==> src/design/ssei_ram.sv <==
module ssei_ram #(
   parameter int WIDTH = 8,
   parameter int DEPTH = 16,
   localparam int AW = (DEPTH > 1) ? $clog2(DEPTH) : 1
) (
   input  logic             clock,
   input  logic             wr_en,
   input  logic [AW-1:0]    wr_addr,
   input  logic [WIDTH-1:0] wr_data,
   input  logic             rd_en,
   input  logic [AW-1:0]    rd_addr,
   output logic [WIDTH-1:0] rd_data
);

   logic [WIDTH-1:0] mem_ff [DEPTH];
   logic [WIDTH-1:0] rd_data_ff;

   always_ff @(posedge clock) begin
      if (wr_en) begin
         mem_ff[wr_addr] <= wr_data;
      end
      if (rd_en) begin
         rd_data_ff <= mem_ff[rd_addr];
      end
   end

   assign rd_data = rd_data_ff;

endmodule

==> config.mk <==
export PLATFORM = sky130hd
export DESIGN_NAME = ssei_ram
export DESIGN_NICKNAME = d
export VERILOG_FILES = /design/src/design/ssei_ram.sv
export SDC_FILE = /design/constraint.sdc
export NUM_CORES = 1
export LEC_CHECK = 0
export BUFFER_PORTS_ARGS = -buffer_cell sky130_fd_sc_hd__buf_2
export CAP_MARGIN = 0
export CELL_PAD_IN_SITES_DETAIL_PLACEMENT = 1
export CELL_PAD_IN_SITES_GLOBAL_PLACEMENT = 1
export CORE_MARGIN = 2
export CORE_UTILIZATION = 35
export DETAILED_ROUTE_END_ITERATION = 12
export GPL_ROUTABILITY_DRIVEN = 0
export GPL_TIMING_DRIVEN = 0
export HOLD_SLACK_MARGIN = 0.1
export PLACE_DENSITY_LB_ADDON = 0.08
export SETUP_SLACK_MARGIN = 0.2
export SYNTH_ARGS = -nofsm -noshare
export SYNTH_HDL_FRONTEND = slang
export SYNTH_SLANG_ARGS = --single-unit
export TNS_END_PERCENT = 5
==> constraint.sdc <==
create_clock -name clock -period 2.6 [get_ports clock]
set_clock_uncertainty 0.05 [all_clocks]
set_input_delay 0.52 -clock clock [delete_from_list [all_inputs] [get_ports clock]]
set_output_delay 0.52 -clock clock [all_outputs]
set_load 0.01 [all_outputs]
==> qor.csv <==
metric;value;unit
netlist_area;5230;um2
p_leak;2.01;nW
period_share;74.2;%
grt_max_degree;17;
synth_fp_nets;248;
netlist.area_leader.share;78.1;%
slew_violations;0;
cp.required;2.58;ns
synth_cells;229;
crit_path_end_kind;flip-flop;
synthFlopType;edfxtp_1;
slowest_stage;nor2_1;
postSynth.asyncResetShare;0;%
port_buffers;25;
outcome;completed;
postLayoutCoreUtil;41.7;%
clk_latency;0.41;ns
drcViolationCount;0;
fin_cells;470;
holdCritStartpoint;rd_en;
die_w;126;um
ctsHoldBuffers;0;
cts_tree;done;
antenna_found_initial;0;
yosysMostFrequentCell;edfxtp_1;
min_path_cells;1;
die-area;15900;um2
rows;44;
core_area;14600;um2
regArea;4080;um2
numCtsBuffers;17;
synth_edf_count;136;
diodes;0;
viasPerCell;5.21;
drtPass1Iterations;4;
setup_violations;0;
relSlewSlack;15.8;%
yosysUniqueCellTypes;18;
start_kind;input port;
clockBufferDepth;2;
worst_r2r_startpoint;mem_ff[5][2];
ant_nets;0;
grt_overflow;0;
cp_num_cells;3;
drt_wl_total;11.4;mm
ctsResizeCount;0;
vias;2448;
htree_levels;4;
cap_violations;0;
yosysSeqAreaShare;78.1;%
finalHoldViolations;0;
syn_avg_cell_area;22.8;um2
arrival;1.91;ns
period_needed;1.93;ns
fin_nets;295;
cellPowerDensity;775;nW/um2
drive_gt1_share;27.3;%
timing.rr.end;rd_data[2];
critPathMaxStageDelay;0.72;ns
path_cells;buf_2, or3b_2, nor2_1;
yosysWarningCount;0;
crit_type;in -> reg;
track_usage;15.4;%
ys_ff_latch;136;
whs_endpoint;rd_data[3];
rsz0062_at_grt;no;
grt_pass1_wl;17.2;mm
placed_area;5580;um2
regToRegSetupSlack;0.97;ns
multi_input_area;1060;um2
drtIter0Drc;143;
grt_pass1_vias;2609;
synth_top_cell_by_area;edfxtp_1;
dp_cells;438;
synthTopCellsByCount;136 x edfxtp_1, 18 x mux4_2, 16 x a22oi_1, 14 x mux4_1, 13 x nor2_1;
fill_cells;1380;
pre_cts_ws;-0.0822;ns
cts_setup_buffers;0;
cts-root-buf;clkbuf_16;
peakVddDrop;393;uV
die_h;126;um
start_util;35.8;%
cp_max_fo;8;
max_freq;0.518;GHz
path_clk_slew;0.06;ns
min_path_type;in -> reg;
area_delta_synth_final;16.3;%
design_area;6080;um2
wire_per_inst;24.2;um
cp_num_buf_inv;1;
yosys-top-cells-area;edfxtp_1 78%, mux4_2 7.8%, mux4_1 7.0%;
reg2reg_depth;3;
hpwl;7.19;mm
ioPinCount;27;
setup_slack;0.670;ns
cp_top_family;simple AND/OR/NAND/NOR gates;
clock_sinks;136;
worst_pin_slew;1.25;ns
-- worst max path at each step --
stage	startpoint	to	slack, ns
after floorplan	wr_addr[2]	mem_ff[0][0]	0.54
after global placement	wr_addr[2]	mem_ff[0][4]	-0.13
after detailed placement	wr_addr[2]	mem_ff[0][4]	-0.08
after CTS	wr_addr[2]	mem_ff[0][7]	0.38
after global routing	wr_addr[3]	mem_ff[4][7]	0.55
final	wr_addr[2]	mem_ff[3][6]	0.67
-- metal layers --
layer | part of all wire, % | global-route usage, % | vias to the layer above
li1 | - | - | 1076
met5 | 0 | 0 | -
met2 | 47 | 23.5 | 50
met3 | 3.1 | 3.23 | 12
met1 | 49 | 21.8 | 1310
met4 | 1.4 | 6.21 | 0
-- cell families (layout without fill, tap and decap cells) --
kind of cell	Yosys count	count (layout)	synth area share (%)
AND/OR/NAND/NOR	35	35	3.14
AO/OA/AOI/OAI	16	16	2.30
multiplexers	32	32	14.8
flip-flops	136	136	78.1
buffers and inverters	10	67	1.65
-- placed cells by master, fill, tap and decap left out, drive strengths merged --
cell,count
a22oi,16
and2,1
and2b,1
buf,34
clkbuf,22
clkdlybuf4s25,3
clkinv,8
edfxtp,136
mux4,32
nand2,9
nand2b,2
nand3,1
nand3b,2
nor2,13
nor2b,1
nor3,4
or3b,1
-- where the power goes --
| group | switching (mW) | internal, mW | total (mW) |
|---|---|---|---|
| logic | 0.148 | 0.0959 | 0.244 |
| registers | 0.0105 | 2.47 | 2.48 |
| clock network | 0.809 | 1.18 | 1.99 |
-- flip-flops by register name, indices dropped and copies added, names as in the netlist --
register / cells
rd_data: 8
mem_ff: 128
-- cell type report --
type | count | area share (%)
sequential | 136 | 67.2
multi-input combinational | 83 | 17.4
clock buffer | 21 | 7.25
tap | 184 | 3.79
timing repair buffer | 28 | 2.39
buffer | 10 | 1.42
clock inverter | 8 | 0.576
-- metrics by stage --
stage / setup TNS (ns) / power, mW / hold slack, ns
floorplan: 0 / 2.66 / 0.569
global route: 0 / 4.86 / 0.407
CTS: 0 / 4.76 / 0.398
global placement: -1.04 / 2.77 / 0.698
detailed placement: -0.654 / 2.78 / 0.716
finish: 0 / 4.71 / 0.415
(Power assumes the default switching activity.)
